`src/design/scpp_pkg.sv`:
```
// Shared types and constants for the sync/checksum packet parser.
// Used by every module of the parser; depends on nothing.
package scpp_pkg;

  localparam int unsigned PacketLengthDef = 19;
  localparam int unsigned LimitW          = 16;
  localparam int unsigned CntW            = 32;
  localparam int unsigned CfgIdxW         = 2;

  localparam logic [7:0]        SYNC_BYTE       = 8'hAA;
  localparam logic [LimitW-1:0] IDLE_LIMIT_RST   = 16'd1000;
  localparam logic [LimitW-1:0] HEADER_LIMIT_RST = 16'd20;
  localparam logic [LimitW-1:0] BODY_LIMIT_RST   = 16'd30;

  typedef enum logic [1:0] {
    PH_HUNT  = 2'd0,
    PH_SYNC2 = 2'd1,
    PH_BODY  = 2'd2
  } phase_t;

  typedef enum logic [2:0] {
    ST_NONE = 3'd0,
    ST_OK   = 3'd1,
    ST_CSUM = 3'd2,
    ST_SYNC = 3'd3,
    ST_IDLE = 3'd4,
    ST_DROP = 3'd5
  } status_t;

  typedef enum logic [CfgIdxW-1:0] {
    CFG_IDLE_LIMIT   = 2'd0,
    CFG_HEADER_LIMIT = 2'd1,
    CFG_BODY_LIMIT   = 2'd2
  } cfg_idx_t;

  typedef struct packed {
    logic       mode;
    logic [7:0] data_byte;
  } in_item_t;

  typedef struct packed {
    status_t         status;
    logic [CntW-1:0] good_packets;
    logic [CntW-1:0] bad_checksums;
    logic [CntW-1:0] sync_misses;
    logic [CntW-1:0] idle_timeouts;
    logic [7:0]      last_index;
  } out_item_t;

endpackage

```
`src/design/scpp_in_reg.sv`:
```
// Input register of the packet parser: holds one accepted item until the
// engine consumes it. Depends on scpp_pkg.
module scpp_in_reg (
  input  logic              clk,
  input  logic              rst_n,
  input  logic              in_valid,
  output logic              in_ready,
  input  scpp_pkg::in_item_t in_item,
  input  logic              advance,
  output logic              item_valid,
  output scpp_pkg::in_item_t item
);
  import scpp_pkg::*;

  logic     valid_r;
  logic     valid_nxt;
  in_item_t item_r;

  assign in_ready   = !valid_r || advance;
  assign valid_nxt  = in_ready ? in_valid : valid_r;
  assign item_valid = valid_r;
  assign item       = item_r;

  always_ff @(posedge clk) begin
    if (!rst_n) begin
      valid_r <= 1'b0;
    end else begin
      valid_r <= valid_nxt;
    end
  end

  always_ff @(posedge clk) begin
    if (in_ready && in_valid) begin
      item_r <= in_item;
    end
  end

endmodule

```
`src/design/scpp_engine.sv`:
```
// Parser engine: limit registers, phase machine, counters and the result
// computed for the item in the input register. Depends on scpp_pkg.
module scpp_engine #(
  parameter int unsigned PACKET_LENGTH = scpp_pkg::PacketLengthDef
) (
  input  logic                            clk,
  input  logic                            rst_n,
  input  logic                            cfg_valid,
  input  scpp_pkg::cfg_idx_t              cfg_index,
  input  logic [scpp_pkg::LimitW-1:0]     cfg_data,
  input  logic                            advance,
  input  scpp_pkg::in_item_t              item,
  output scpp_pkg::out_item_t             result
);
  import scpp_pkg::*;

  localparam int unsigned PosW = (PACKET_LENGTH - 2 > 1) ? $clog2(PACKET_LENGTH - 2) : 1;
  localparam logic [PosW-1:0] LastPos = PosW'(PACKET_LENGTH - 3);

  logic [LimitW-1:0] idle_limit_r, header_limit_r, body_limit_r;

  phase_t            phase_r, phase_nxt;
  logic [PosW-1:0]   pos_r, pos_nxt;
  logic [7:0]        sum_r, sum_nxt;
  logic [7:0]        pend_r, pend_nxt;
  logic [LimitW-1:0] wait_r, wait_nxt;
  logic [CntW-1:0]   good_r, good_nxt;
  logic [CntW-1:0]   csum_r, csum_nxt;
  logic [CntW-1:0]   miss_r, miss_nxt;
  logic [CntW-1:0]   tmo_r, tmo_nxt;
  logic [7:0]        saved_r, saved_nxt;
  status_t           status;

  logic [LimitW-1:0] wait_inc;
  logic [LimitW-1:0] limit;
  logic              expired;
  logic              is_sync;

  assign wait_inc = wait_r + 1'b1;
  assign is_sync  = (item.data_byte == SYNC_BYTE);

  always_comb begin
    unique case (phase_r)
      PH_SYNC2: limit = header_limit_r;
      PH_BODY:  limit = body_limit_r;
      default:  limit = idle_limit_r;
    endcase
  end

  assign expired = (wait_inc >= limit);

  // next phase
  always_comb begin
    phase_nxt = phase_r;
    unique case (phase_r)
      PH_SYNC2: begin
        if (item.mode) begin
          if (expired) phase_nxt = PH_HUNT;
        end else begin
          phase_nxt = is_sync ? PH_BODY : PH_HUNT;
        end
      end
      PH_BODY: begin
        if (item.mode) begin
          if (expired) phase_nxt = PH_HUNT;
        end else if (pos_r == LastPos) begin
          phase_nxt = PH_HUNT;
        end
      end
      default: begin
        phase_nxt = (!item.mode && is_sync) ? PH_SYNC2 : PH_HUNT;
      end
    endcase
  end

  // datapath and status
  always_comb begin
    pos_nxt   = pos_r;
    sum_nxt   = sum_r;
    pend_nxt  = pend_r;
    wait_nxt  = wait_r;
    good_nxt  = good_r;
    csum_nxt  = csum_r;
    miss_nxt  = miss_r;
    tmo_nxt   = tmo_r;
    saved_nxt = saved_r;
    status    = ST_NONE;
    unique case (phase_r)
      PH_SYNC2: begin
        if (item.mode) begin
          wait_nxt = expired ? '0 : wait_inc;
          if (expired) status = ST_DROP;
        end else begin
          wait_nxt = '0;
          if (is_sync) begin
            pos_nxt = '0;
            sum_nxt = '0;
          end else begin
            status = ST_DROP;
          end
        end
      end
      PH_BODY: begin
        if (item.mode) begin
          wait_nxt = expired ? '0 : wait_inc;
          if (expired) status = ST_DROP;
        end else if (pos_r == LastPos) begin
          wait_nxt = '0;
          if (sum_r == item.data_byte) begin
            good_nxt  = good_r + 1'b1;
            saved_nxt = pend_r;
            status    = ST_OK;
          end else begin
            csum_nxt = csum_r + 1'b1;
            status   = ST_CSUM;
          end
        end else begin
          if (pos_r == '0) pend_nxt = item.data_byte;
          sum_nxt = sum_r + item.data_byte;
          pos_nxt = pos_r + 1'b1;
        end
      end
      default: begin
        if (item.mode) begin
          wait_nxt = expired ? '0 : wait_inc;
          if (expired) begin
            tmo_nxt = tmo_r + 1'b1;
            status  = ST_IDLE;
          end
        end else begin
          wait_nxt = '0;
          if (!is_sync) begin
            miss_nxt = miss_r + 1'b1;
            status   = ST_SYNC;
          end
        end
      end
    endcase
  end

  assign result.status        = status;
  assign result.good_packets  = good_nxt;
  assign result.bad_checksums = csum_nxt;
  assign result.sync_misses   = miss_nxt;
  assign result.idle_timeouts = tmo_nxt;
  assign result.last_index    = saved_nxt;

  always_ff @(posedge clk) begin
    if (!rst_n) begin
      idle_limit_r   <= IDLE_LIMIT_RST;
      header_limit_r <= HEADER_LIMIT_RST;
      body_limit_r   <= BODY_LIMIT_RST;
    end else if (cfg_valid) begin
      case (cfg_index)
        CFG_IDLE_LIMIT:   idle_limit_r   <= cfg_data;
        CFG_HEADER_LIMIT: header_limit_r <= cfg_data;
        CFG_BODY_LIMIT:   body_limit_r   <= cfg_data;
        default:          ;
      endcase
    end
  end

  always_ff @(posedge clk) begin
    if (!rst_n) begin
      phase_r <= PH_HUNT;
      pos_r   <= '0;
      sum_r   <= '0;
      pend_r  <= '0;
      wait_r  <= '0;
      good_r  <= '0;
      csum_r  <= '0;
      miss_r  <= '0;
      tmo_r   <= '0;
      saved_r <= '0;
    end else if (advance) begin
      phase_r <= phase_nxt;
      pos_r   <= pos_nxt;
      sum_r   <= sum_nxt;
      pend_r  <= pend_nxt;
      wait_r  <= wait_nxt;
      good_r  <= good_nxt;
      csum_r  <= csum_nxt;
      miss_r  <= miss_nxt;
      tmo_r   <= tmo_nxt;
      saved_r <= saved_nxt;
    end
  end

endmodule

```
`src/design/scpp_out_reg.sv`:
```
// Result register of the packet parser: holds one result until taken and
// decides when the engine may advance. Depends on scpp_pkg.
module scpp_out_reg (
  input  logic                clk,
  input  logic                rst_n,
  input  logic                item_valid,
  input  scpp_pkg::out_item_t result,
  output logic                advance,
  output logic                out_valid,
  input  logic                out_ready,
  output scpp_pkg::out_item_t out_item
);
  import scpp_pkg::*;

  logic      valid_r;
  logic      valid_nxt;
  out_item_t item_r;

  assign advance   = item_valid && (!valid_r || out_ready);
  assign valid_nxt = advance || (valid_r && !out_ready);
  assign out_valid = valid_r;
  assign out_item  = item_r;

  always_ff @(posedge clk) begin
    if (!rst_n) begin
      valid_r <= 1'b0;
    end else begin
      valid_r <= valid_nxt;
    end
  end

  always_ff @(posedge clk) begin
    if (advance) begin
      item_r <= result;
    end
  end

endmodule

```
`src/design/sync_checksum_packet_parser_core.sv`:
```
// Top level of the sync/checksum packet parser.
// Depends on scpp_pkg, scpp_in_reg, scpp_engine and scpp_out_reg.
//
// Input items carry either a received byte (mode 0) or a one-millisecond
// tick (mode 1). Every input item produces exactly one result item with a
// status code and the current good, checksum-fail, sync-miss and timeout
// counters plus the index byte of the last good packet.
// Configuration writes (idle, header and body tick limits) use a separate
// channel that is always ready; they take effect on the next item.
// An accepted item sits in the input register; the engine's next-state logic
// then loads its result into the result register when that register is empty
// or being taken. Throughput is one item per cycle while out_ready stays high;
// the phase, sum and counter registers update once per accepted item.
// Reset clears phase to hunting, all counters and the valid flags of both
// stage registers and loads the default limits (1000, 20, 30 ticks).
// When the receiver holds out_ready low, the result register holds its item,
// the input register fills with one more item, and in_ready then drops until
// the result is taken.
module sync_checksum_packet_parser_core #(
  parameter int unsigned PACKET_LENGTH = scpp_pkg::PacketLengthDef
) (
  input  logic                        clk,
  input  logic                        rst_n,
  input  logic                        in_valid,
  output logic                        in_ready,
  input  scpp_pkg::in_item_t          in_item,
  output logic                        out_valid,
  input  logic                        out_ready,
  output scpp_pkg::out_item_t         out_item,
  input  logic                        cfg_valid,
  output logic                        cfg_ready,
  input  scpp_pkg::cfg_idx_t          cfg_index,
  input  logic [scpp_pkg::LimitW-1:0] cfg_data
);
  import scpp_pkg::*;

  logic      advance;
  logic      item_valid;
  in_item_t  item;
  out_item_t result;

  assign cfg_ready = 1'b1;

  scpp_in_reg u_in_reg (
    .clk        (clk),
    .rst_n      (rst_n),
    .in_valid   (in_valid),
    .in_ready   (in_ready),
    .in_item    (in_item),
    .advance    (advance),
    .item_valid (item_valid),
    .item       (item)
  );

  scpp_engine #(
    .PACKET_LENGTH (PACKET_LENGTH)
  ) u_engine (
    .clk       (clk),
    .rst_n     (rst_n),
    .cfg_valid (cfg_valid),
    .cfg_index (cfg_index),
    .cfg_data  (cfg_data),
    .advance   (advance),
    .item      (item),
    .result    (result)
  );

  scpp_out_reg u_out_reg (
    .clk        (clk),
    .rst_n      (rst_n),
    .item_valid (item_valid),
    .result     (result),
    .advance    (advance),
    .out_valid  (out_valid),
    .out_ready  (out_ready),
    .out_item   (out_item)
  );

endmodule

```
`config.mk`:
```
export PLATFORM = sky130hd
export DESIGN_NAME = sync_checksum_packet_parser_core
export DESIGN_NICKNAME = d
export VERILOG_FILES = /design/src/design/scpp_pkg.sv /design/src/design/scpp_in_reg.sv /design/src/design/scpp_engine.sv /design/src/design/scpp_out_reg.sv /design/src/design/sync_checksum_packet_parser_core.sv
export SDC_FILE = /design/constraint.sdc
export NUM_CORES = 1
export LEC_CHECK = 0
export ABC_CLOCK_PERIOD_IN_PS = 10700
export BUFFER_PORTS_ARGS = -buffer_cell sky130_fd_sc_hd__buf_2
export CORE_ASPECT_RATIO = 2
export CORE_MARGIN = 5
export CORE_UTILIZATION = 46
export DETAILED_ROUTE_END_ITERATION = 16
export HOLD_SLACK_MARGIN = 0.15
export PLACE_DENSITY = 0.71
export REMOVE_ABC_BUFFERS = 1
export SLEW_MARGIN = 20
export SYNTH_ARGS = -nofsm -noshare
export SYNTH_HDL_FRONTEND = slang
export SYNTH_SLANG_ARGS = --single-unit
```
`constraint.sdc`:
```
create_clock -name clk -period 10.7 [get_ports clk]
set_input_delay 1.605 -clock clk [delete_from_list [all_inputs] [get_ports clk]]
set_output_delay 1.605 -clock clk [all_outputs]
set_load 0.02 [all_outputs]
```
==> flow_metrics.tcl, run 1 <==
set metrics [dict create \
    status "finished, final reports clean" \
    grt_usage_pct 19.2 \
    grt_pass1_wl_um 67600 \
    synth_top_area_share_pct 25.5 \
    critPathMaxStageDelay_ns 0.76 \
    end_kind "flop" \
    hpwl_um 29400 \
    setup_viol 0 \
    p_per_area_nw_per_um2 144 \
    peakVddDrop_mv 0.0930 \
    finalNonFillerCells 2498 \
    drive_above_1_share_pct 13.6 \
    p_int_w 0.00221 \
    dp_cells 2436 \
    yosys_warnings 0 \
    cts_resized 0 \
    final_common_cell "nand2_1" \
    die_w_um 149 \
    fill_cells 3450 \
    synth_cell_types 72 \
    start_util_pct 46.4 \
    multiInputGateArea_um2 8190 \
    routed_wl_um 42000 \
    netSwitchingFraction_pct 23.0 \
    rows 101 \
    cts_tree "yes" \
    clockPowerShare_pct 41.6 \
    p_leak_nw 7.25 \
    drt_iter0_drc 741 \
    drv_cap 0 \
    maxSlewHeadroom_pct 29.4 \
    ys_top_cells_by_area "dfxtp_1, edfxtp_1, xnor2_1" \
    synth-seq-cells 373 \
    hp-class "flop to flop" \
    die-area_um2 42700 \
    h-tree-depth 2 \
    syn_avg_cell_area_um2 9.55 \
    worst_pin_slew_ns 1.05 \
    synth_area_um2 17700 \
    wl_per_cell_um 16.8 \
    gr-total-overflow 0 \
    p_comb_share_pct 5.1 \
    seq_area_frac_synth_pct 50.7 \
    crit_path_cell_trace "inv_1 > ha_1 > a22oi_1 > nor2_1 > a21oi_1 > ha_1 > and4_1 > nor4b_1 > a21o_1 > a21o_1 > nand4_1 > xnor2_1" \
    synth_edf_count 148 \
    hold_buffers 0 \
    diodes 0 \
    cts-buffers-inserted 34 \
    startpoint_type "flop" \
    core-area_um2 38000 \
    clk_latency_ns 0.53 \
    grt_pass1_vias 13500 \
    seq_area_um2 8950 \
    clkSinkCount 373 \
    reg2reg_depth 12 \
    async_reset_ff_share_pct 0 \
    yosysTopAreaCell "dfxtp_1" \
    ant_nets 0 \
    post-route-period-util_pct 39.9 \
    power.total_w 0.00286 \
    antenna_found_initial 0 \
    p_seq_share_pct 53.3 \
    hold_violations 0 \
    layout_common_cells "nand2_1, dfxtp_1, nor2_1" \
    min_period_ns 4.27 \
    crit_required_ns 10.98 \
    finClkSkew_ns 0.0276 \
    tns_ns 0 \
    drc 0 \
    whs_ns 0.453 \
    crit_slowest_cell "ha_1" \
    worstSetupPathType "flop to flop" \
    rsz0062_at_grt "no" \
    drt-pass1-iter-count 5 \
    dieHeight_um 287 \
    gp_congestion 0.882 \
    vias_per_cell 5.53 \
    min_path_cells 2 \
    postSynthCellCount 1849 \
    slew_violations 0 \
    ioPinCount 174 \
    vias 13800 \
    cts_max_path_buffers 3 \
    post-cts-setup-buffers 0 \
    io_buffers 172 \
    fin_nets 2023 \
    clockRootBuffer "clkbuf_16" \
    crit_arrival_ns 4.55 \
    yosys_most_used_dff "dfxtp_1" \
    grt_max_degree 119 \
    crit_fanout 22 \
    p_switching_w 0.000658 \
    areaGrowthSynthToFinish_pct 12.7 \
    clkSlewWorstSetupHoldPaths_ns 0.07 \
    max_freq_ghz 0.234 \
]
logic make-up (layout without fill, tap and decap cells):
family / Yosys count / count (layout) / synth area share, %
simple gates: 812 / 812 / 23.1
flops: 373 / 373 / 50.7
compound gates: 258 / 258 / 8.75
xor+xnor: 213 / 213 / 10.6
buf+inv: 134 / 268 / 3.07
fa+ha+maj: 33 / 33 / 2.38
mux: 25 / 25 / 1.49
other cells: 1 / 1 / 0.0212
final timing paths:
check                           slack (ns)                                     end                                    from
worst min-delay path                  0.45  u_engine.body_limit_r[15]$_SDFFE_PN0P_  u_engine.body_limit_r[15]$_SDFFE_PN0P_
worst min register to register        0.45  u_engine.body_limit_r[15]$_SDFFE_PN0P_  u_engine.body_limit_r[15]$_SDFFE_PN0P_
worst max-delay path                  6.43        u_out_reg.out_item[28]$_DFFE_PP_        u_engine.phase_r[1]$_SDFFE_PN0P_
worst max register to register        6.43        u_out_reg.out_item[28]$_DFFE_PP_        u_engine.phase_r[1]$_SDFFE_PN0P_
power by group through the flow:
stage	Clock (W)	Combinational [W]	Sequential [W]
2_1_floorplan	0	0.0000517	0.00159
3_3_place_gp	0	0.000146	0.00156
3_5_place_dp	0	0.000149	0.00156
4_1_cts	0.00122	0.000150	0.00153
5_1_grt	0.00127	0.000160	0.00153
6_report	0.00119	0.000147	0.00153
layer usage:
| metal | part of all wire [%] | up-vias | track usage, % |
|---|---|---|---|
| met3 | 4.1 | 88 | 2.26 |
| met5 | 0 | - | 0 |
| met2 | 54 | 327 | 36.7 |
| met1 | 38 | 6638 | 21.1 |
| li1 | - | 6753 | - |
| met4 | 4.0 | 0 | 8.05 |
state kept, by name, summed over array words and instances (netlist names), 16 cells and up:
| signal | cells |
|---|---|
| u_out_reg.out_item | 139 |
| u_engine.csum_r | 32 |
| u_engine.good_r | 32 |
| u_engine.miss_r | 32 |
| u_engine.tmo_r | 32 |
| u_engine.body_limit_r | 16 |
| u_engine.header_limit_r | 16 |
| u_engine.idle_limit_r | 16 |
| u_engine.wait_r | 16 |
cell usage after synthesis, drive strengths merged, types with 3 or more instances:
cell and number:
o31ai 30, xor2 96, mux2 10, clkbuf 82, nand4b 3, a21oi 129, nand4 53, a21boi 4
nand3b 3, a22oi 16, nor2b 8, nor4 19, o21a 4, or4 32, edfxtp 148, nand2 239
o21bai 4, nor2 180, or2 5, inv 24, nand3 113, buf 28, and2 18, nand4bb 3
a21o 10, o22ai 4, and4 16, o211ai 5, and3 36, a22o 4, nand2b 14, mux2i 15
xnor2 117, o21ai 35, or3 15, nor3 42, ha 32, dfxtp 225, nor3b 4
metrics by stage:
stage | setup WS [ns] | instance area, um^2 | util, %
2_1_floorplan | 2.26 | 17200 | -
3_3_place_gp | 6.04 | 18800 | 49.5
3_5_place_dp | 5.97 | 18800 | 49.5
4_1_cts | 6.46 | 19900 | 52.3
5_1_grt | 6.12 | 19900 | 52.3
6_report | 6.43 | 19900 | 52.3
critical path, delay by kind of cell, from the launching register on:
kind | cells | cell delay (ns)
simple gates | 4 | 1.06
buf+inv | 1 | 0.08
flops | 1 | 0.33
compound gates | 4 | 1.25
fa+ha+maj | 2 | 1.10
xor+xnor | 1 | 0.18
layout make-up:
cell class | instances | share of cell area, %
multi-input combinational | 1342 | 41.2
clock inverter | 11 | 0.339
sequential | 373 | 45.0
tap | 515 | 3.24
inverter | 24 | 0.503
clock buffer | 50 | 5.05
timing repair buffer | 183 | 4.74
No activity file was read; power rests on OpenSTA's default activity.
==> run 2: changes to the inputs <==
--- a/config.mk
+++ b/config.mk
@@ -5,7 +5,7 @@
 export SDC_FILE = /design/constraint.sdc
 export NUM_CORES = 1
 export LEC_CHECK = 0
-export ABC_CLOCK_PERIOD_IN_PS = 10700
+export ABC_CLOCK_PERIOD_IN_PS = 4300
 export BUFFER_PORTS_ARGS = -buffer_cell sky130_fd_sc_hd__buf_2
 export CORE_ASPECT_RATIO = 2
 export CORE_MARGIN = 5
==> constraint.sdc (replaced) <==
create_clock -name clk -period 4.3 [get_ports clk]
set_input_delay 0.645 -clock clk [delete_from_list [all_inputs] [get_ports clk]]
set_output_delay 0.645 -clock clk [all_outputs]
set_load 0.02 [all_outputs]
==> flow_metrics.tcl, run 2 (synthesis gave the netlist of run 1 again) <==
set metrics [dict create \
    peakVddDrop_mv 0.358 \
    diodes 0 \
    h-tree-depth 2 \
    rows 101 \
    cts_tree "yes" \
    grt_max_degree 104 \
    hp-class "input port to flop" \
    crit_arrival_ns 4.41 \
    dieHeight_um 287 \
    start_util_pct 46.4 \
    startpoint_type "flop" \
    gr-total-overflow 0 \
    crit_fanout 73 \
    drc 0 \
    gp_congestion 0.857 \
    post-route-period-util_pct 92.3 \
    cts_max_path_buffers 3 \
    grt_pass1_wl_um 67700 \
    clk_latency_ns 0.52 \
    hold_violations 0 \
    use_met1_pct 20.6 \
    die-area_um2 42700 \
    finClkSkew_ns 0.0143 \
    grt_usage_pct 19.3 \
    clkSinkCount 373 \
    crit_required_ns 4.74 \
    ioPinCount 174 \
    clockRootBuffer "clkbuf_16" \
    p_leak_nw 7.40 \
    die_w_um 149 \
    core-area_um2 38000 \
    post-cts-setup-buffers 0 \
    max_freq_ghz 0.252 \
    hpwl_um 30000 \
    hold_buffers 0 \
    final_common_cell "nand2_1" \
    fin_util_pct 53.1 \
    antenna_found_initial 0 \
    layout_common_cells "nand2_1, dfxtp_1, nor2_1" \
    whs_ns 0.305 \
    end_kind "flop" \
    cts-buffers-inserted 34 \
    multiInputGateArea_um2 8190 \
    ant_nets 0 \
    drv_cap 0 \
    drive_above_1_share_pct 14.6 \
    met3_usage_pct 2.38 \
    wl_per_cell_um 16.7 \
    worstSetupPathType "flop to flop" \
    io_buffers 172 \
    tns_ns 0 \
    use_met2_pct 37.0 \
    largest_register_ffs 139 \
    seq_area_um2 8950 \
    p_per_area_nw_per_um2 368 \
    worst_pin_slew_ns 0.965 \
    cts_resized 0 \
    vias_per_cell 5.47 \
    grt_most_used_layer "met2" \
    fin_nets 2039 \
    drt-pass1-iter-count 5 \
    drt_iter0_drc 753 \
    status "finished, final reports clean" \
    grt_pass1_vias 13700 \
    rsz0062_at_grt "no" \
    min_period_ns 3.97 \
    maxSlewHeadroom_pct 35.0 \
    fill_cells 3425 \
    routed_wl_um 42000 \
    vias 13800 \
    slew_violations 0 \
    clkSlewWorstSetupHoldPaths_ns 0.06 \
    setup_viol 0 \
    areaGrowthSynthToFinish_pct 14.3 \
]
-- run 2: critical path, cell delays in order (launching register included) --
cell and delay (ns):
dfxtp_1 0.39, ha_1 0.26, nand2_1 0.12, nor3_1 0.56, nand3_1 0.21, xnor2_1 0.19
ha_1 0.32, nand2_1 0.05, o21ai_0 0.57, a32o_1 0.29, a21oi_4 0.05, buf_12 0.20
or4_1 0.49, a21oi_1 0.17
-- run 2: area by class of cell --
class	count	share of cell area, %
flip-flops and latches	373	44.3
multi-input cells	1342	40.6
repair buffers	199	5.45
clock buffers	44	4.98
well taps	515	3.19
clock inverters	17	0.998
inverters	24	0.496
-- run 2: final timing paths --
kind / from / end / slack [ns] / cells after the start
hold / removal: in_item[8] / u_in_reg.item[8]$_DFFE_PP_ / 0.31 / 1
setup reg to reg: u_engine.wait_r[0]$_SDFFE_PN0P_ / u_engine.tmo_r[4]$_SDFFE_PN0P_ / 0.33 / 13
setup / recovery: u_engine.wait_r[0]$_SDFFE_PN0P_ / u_engine.tmo_r[4]$_SDFFE_PN0P_ / 0.33 / 13
hold reg to reg: u_engine.idle_limit_r[10]$_SDFFE_PN0P_ / u_engine.idle_limit_r[10]$_SDFFE_PN0P_ / 0.46 / 2
-- run 2: metal layers --
metal  vias up  part of all wire, %
met4         0                  4.3
li1       6781                    -
met2       343                   55
met5         -                    0
met3       107                  4.4
met1      6519                   37
-- run 2: through the flow --
step | total power [W] | instances | area, um^2 | setup WS (ns)
floorplan | 0.00409 | 1739 | 17200 | -3.18
global placement | 0.00425 | 2453 | 19000 | 0.555
detailed placement | 0.00426 | 2453 | 19000 | 0.403
CTS | 0.00751 | 2514 | 20200 | 0.377
global route | 0.00767 | 2514 | 20200 | 0.0677
finish | 0.00743 | 2514 | 20200 | 0.330
-- run 2: report_power, final --
| part | leakage, nW | switching, W | internal (W) |
|---|---|---|---|
| sequential | 3.13 | 0.0000397 | 0.00376 |
| combinational | 3.68 | 0.000274 | 0.0000989 |
| clock | 0.590 | 0.00135 | 0.00191 |
==> run 3: changes to the inputs <==
--- a/config.mk
+++ b/config.mk
@@ -6,13 +6,13 @@
 export NUM_CORES = 1
 export LEC_CHECK = 0
 export ABC_CLOCK_PERIOD_IN_PS = 4300
-export BUFFER_PORTS_ARGS = -buffer_cell sky130_fd_sc_hd__buf_2
 export CORE_ASPECT_RATIO = 2
 export CORE_MARGIN = 5
 export CORE_UTILIZATION = 46
 export DETAILED_ROUTE_END_ITERATION = 16
+export DONT_BUFFER_PORTS = 1
 export HOLD_SLACK_MARGIN = 0.15
-export PLACE_DENSITY = 0.71
+export PLACE_DENSITY = 0.67
 export REMOVE_ABC_BUFFERS = 1
 export SLEW_MARGIN = 20
 export SYNTH_ARGS = -nofsm -noshare
==> flow_metrics.tcl, run 3 (synthesis gave the netlist of run 1 again) <==
set metrics [dict create \
    status "finished, final reports clean" \
    grt_pass1_vias 12700 \
    cts_tree "yes" \
    clkSinkCount 373 \
    areaGrowthSynthToFinish_pct 9.29 \
    drv_cap 0 \
    io_buffers 0 \
    layout_common_cells "nand2_1, dfxtp_1, nor2_1" \
    whs_ns 0.192 \
    dp_cells 2280 \
    ant_nets 0 \
    largest_register_ffs 139 \
    end_kind "flop" \
    clockRootBuffer "clkbuf_16" \
    startpoint_type "flop" \
    setup_viol 0 \
    drc 0 \
    clk_latency_ns 0.53 \
    hpwl_um 29700 \
    hp-class "input port to flop" \
    grt_pass1_wl_um 67400 \
    finClkSkew_ns 0.0183 \
    cts-buffers-inserted 35 \
    ioPinCount 174 \
    worstSetupPathType "flop to flop" \
    setup_ws_ns 0.250 \
    reg2reg_depth 12 \
    cts_max_path_buffers 3 \
    h-tree-depth 2 \
    gr-total-overflow 0 \
    antenna_found_initial 1 \
    dieHeight_um 287 \
    finalNonFillerCells 2344 \
    post-route-period-util_pct 94.2 \
    drive_above_1_share_pct 6.51 \
    post-cts-setup-buffers 0 \
    drt-pass1-iter-count 4 \
    crit_required_ns 4.56 \
    min_period_ns 4.05 \
    vias 13100 \
    core-area_um2 38000 \
    worst_pin_slew_ns 0.893 \
    wl_per_cell_um 18.0 \
    place_ws_ns 0.325 \
    min_path_cells 1 \
    die-area_um2 42700 \
    drt_iter0_drc 754 \
    crit_arrival_ns 4.31 \
    vias_per_cell 5.60 \
    gp_congestion 0.889 \
    grt_usage_pct 19.5 \
    crit_fanout 32 \
    maxSlewHeadroom_pct 39.8 \
    cts_resized 0 \
    hold_buffers 0 \
    hold_violations 0 \
    start_util_pct 46.4 \
    rows 101 \
    rsz0062_at_grt "no" \
    die_w_um 149 \
    clkSlewWorstSetupHoldPaths_ns 0.07 \
    fin_nets 1867 \
    final_common_cell "nand2_1" \
    routed_wl_um 42200 \
    slew_violations 0 \
    p_per_area_nw_per_um2 378 \
    max_freq_ghz 0.247 \
    grt_max_degree 80 \
    peakVddDrop_mv 0.305 \
    p_leak_nw 6.76 \
]
## run 3: changes by cell type in the layout (fill, tap and decap cells not counted), sizes merged
cell | previous run | this run
diode | 0 | 1
clkinvlp | 3 | 2
clkbuf | 44 | 47
buf | 199 | 26
inv | 27 | 26
clkinv | 7 | 10
bufinv | 4 | 2
## run 3: through the flow
step                utilization (%)  instance area (um^2)  total power, W  setup TNS, ns
finish                         50.8                 19300         0.00729              0
detailed placement             47.6                 18100         0.00418              0
CTS                            50.8                 19300         0.00739              0
global route                   50.8                 19300         0.00757              0
floorplan                         -                 17200         0.00409        -586.60
global placement               47.6                 18100         0.00417              0
## run 3: final timing paths
check                                   start                               endpoint  slack, ns
min reg2reg  u_engine.saved_r[1]$_SDFFE_PN0P_       u_engine.saved_r[1]$_SDFFE_PN0P_       0.45
min                                     rst_n  u_engine.idle_limit_r[9]$_SDFFE_PN1P_       0.19
max           u_engine.wait_r[3]$_SDFFE_PN0P_       u_out_reg.out_item[17]$_DFFE_PP_       0.25
max reg2reg   u_engine.wait_r[3]$_SDFFE_PN0P_       u_out_reg.out_item[17]$_DFFE_PP_       0.25
## run 3: final cells by class
| class | count | area, um^2 |
|---|---|---|
| Tap cell | 515 | 644 |
| Clock inverter | 16 | 149 |
| Multi-Input combinational cell | 1342 | 8190 |
| Inverter | 24 | 100 |
| Antenna cell | 1 | 2.50 |
| Timing Repair Buffer | 26 | 233 |
| Clock buffer | 47 | 1040 |
| Sequential cell | 373 | 8950 |
| Fill cell | 3405 | 18700 |
## run 3: power breakdown
group	switching, W	total [W]	internal, W
clock network	0.00137	0.00320	0.00183
logic	0.000151	0.000196	0.0000455
registers	0.000132	0.00389	0.00376
total	0.00166	0.00729	0.00564
## run 3: critical path, stage by stage (launching register included)
cell     delay, ns
dfxtp_1       0.45
nand4_1       0.27
nor3_1        0.50
nand3_1       0.24
xnor2_1       0.19
ha_1          0.35
and4_1        0.24
and2_1        0.21
a32o_1        0.31
a21oi_4       0.55
buf_12        0.26
nor2_1        0.07
xor2_1        0.14
## run 3: per-layer routing
layer  up-vias  wire, um  track usage (%)
met5         -        13                0
met4         2      1390             7.24
met3        72      1740             3.49
met2       294     23200             37.3
met1      6297     15900             21.0
li1       6451         -                -
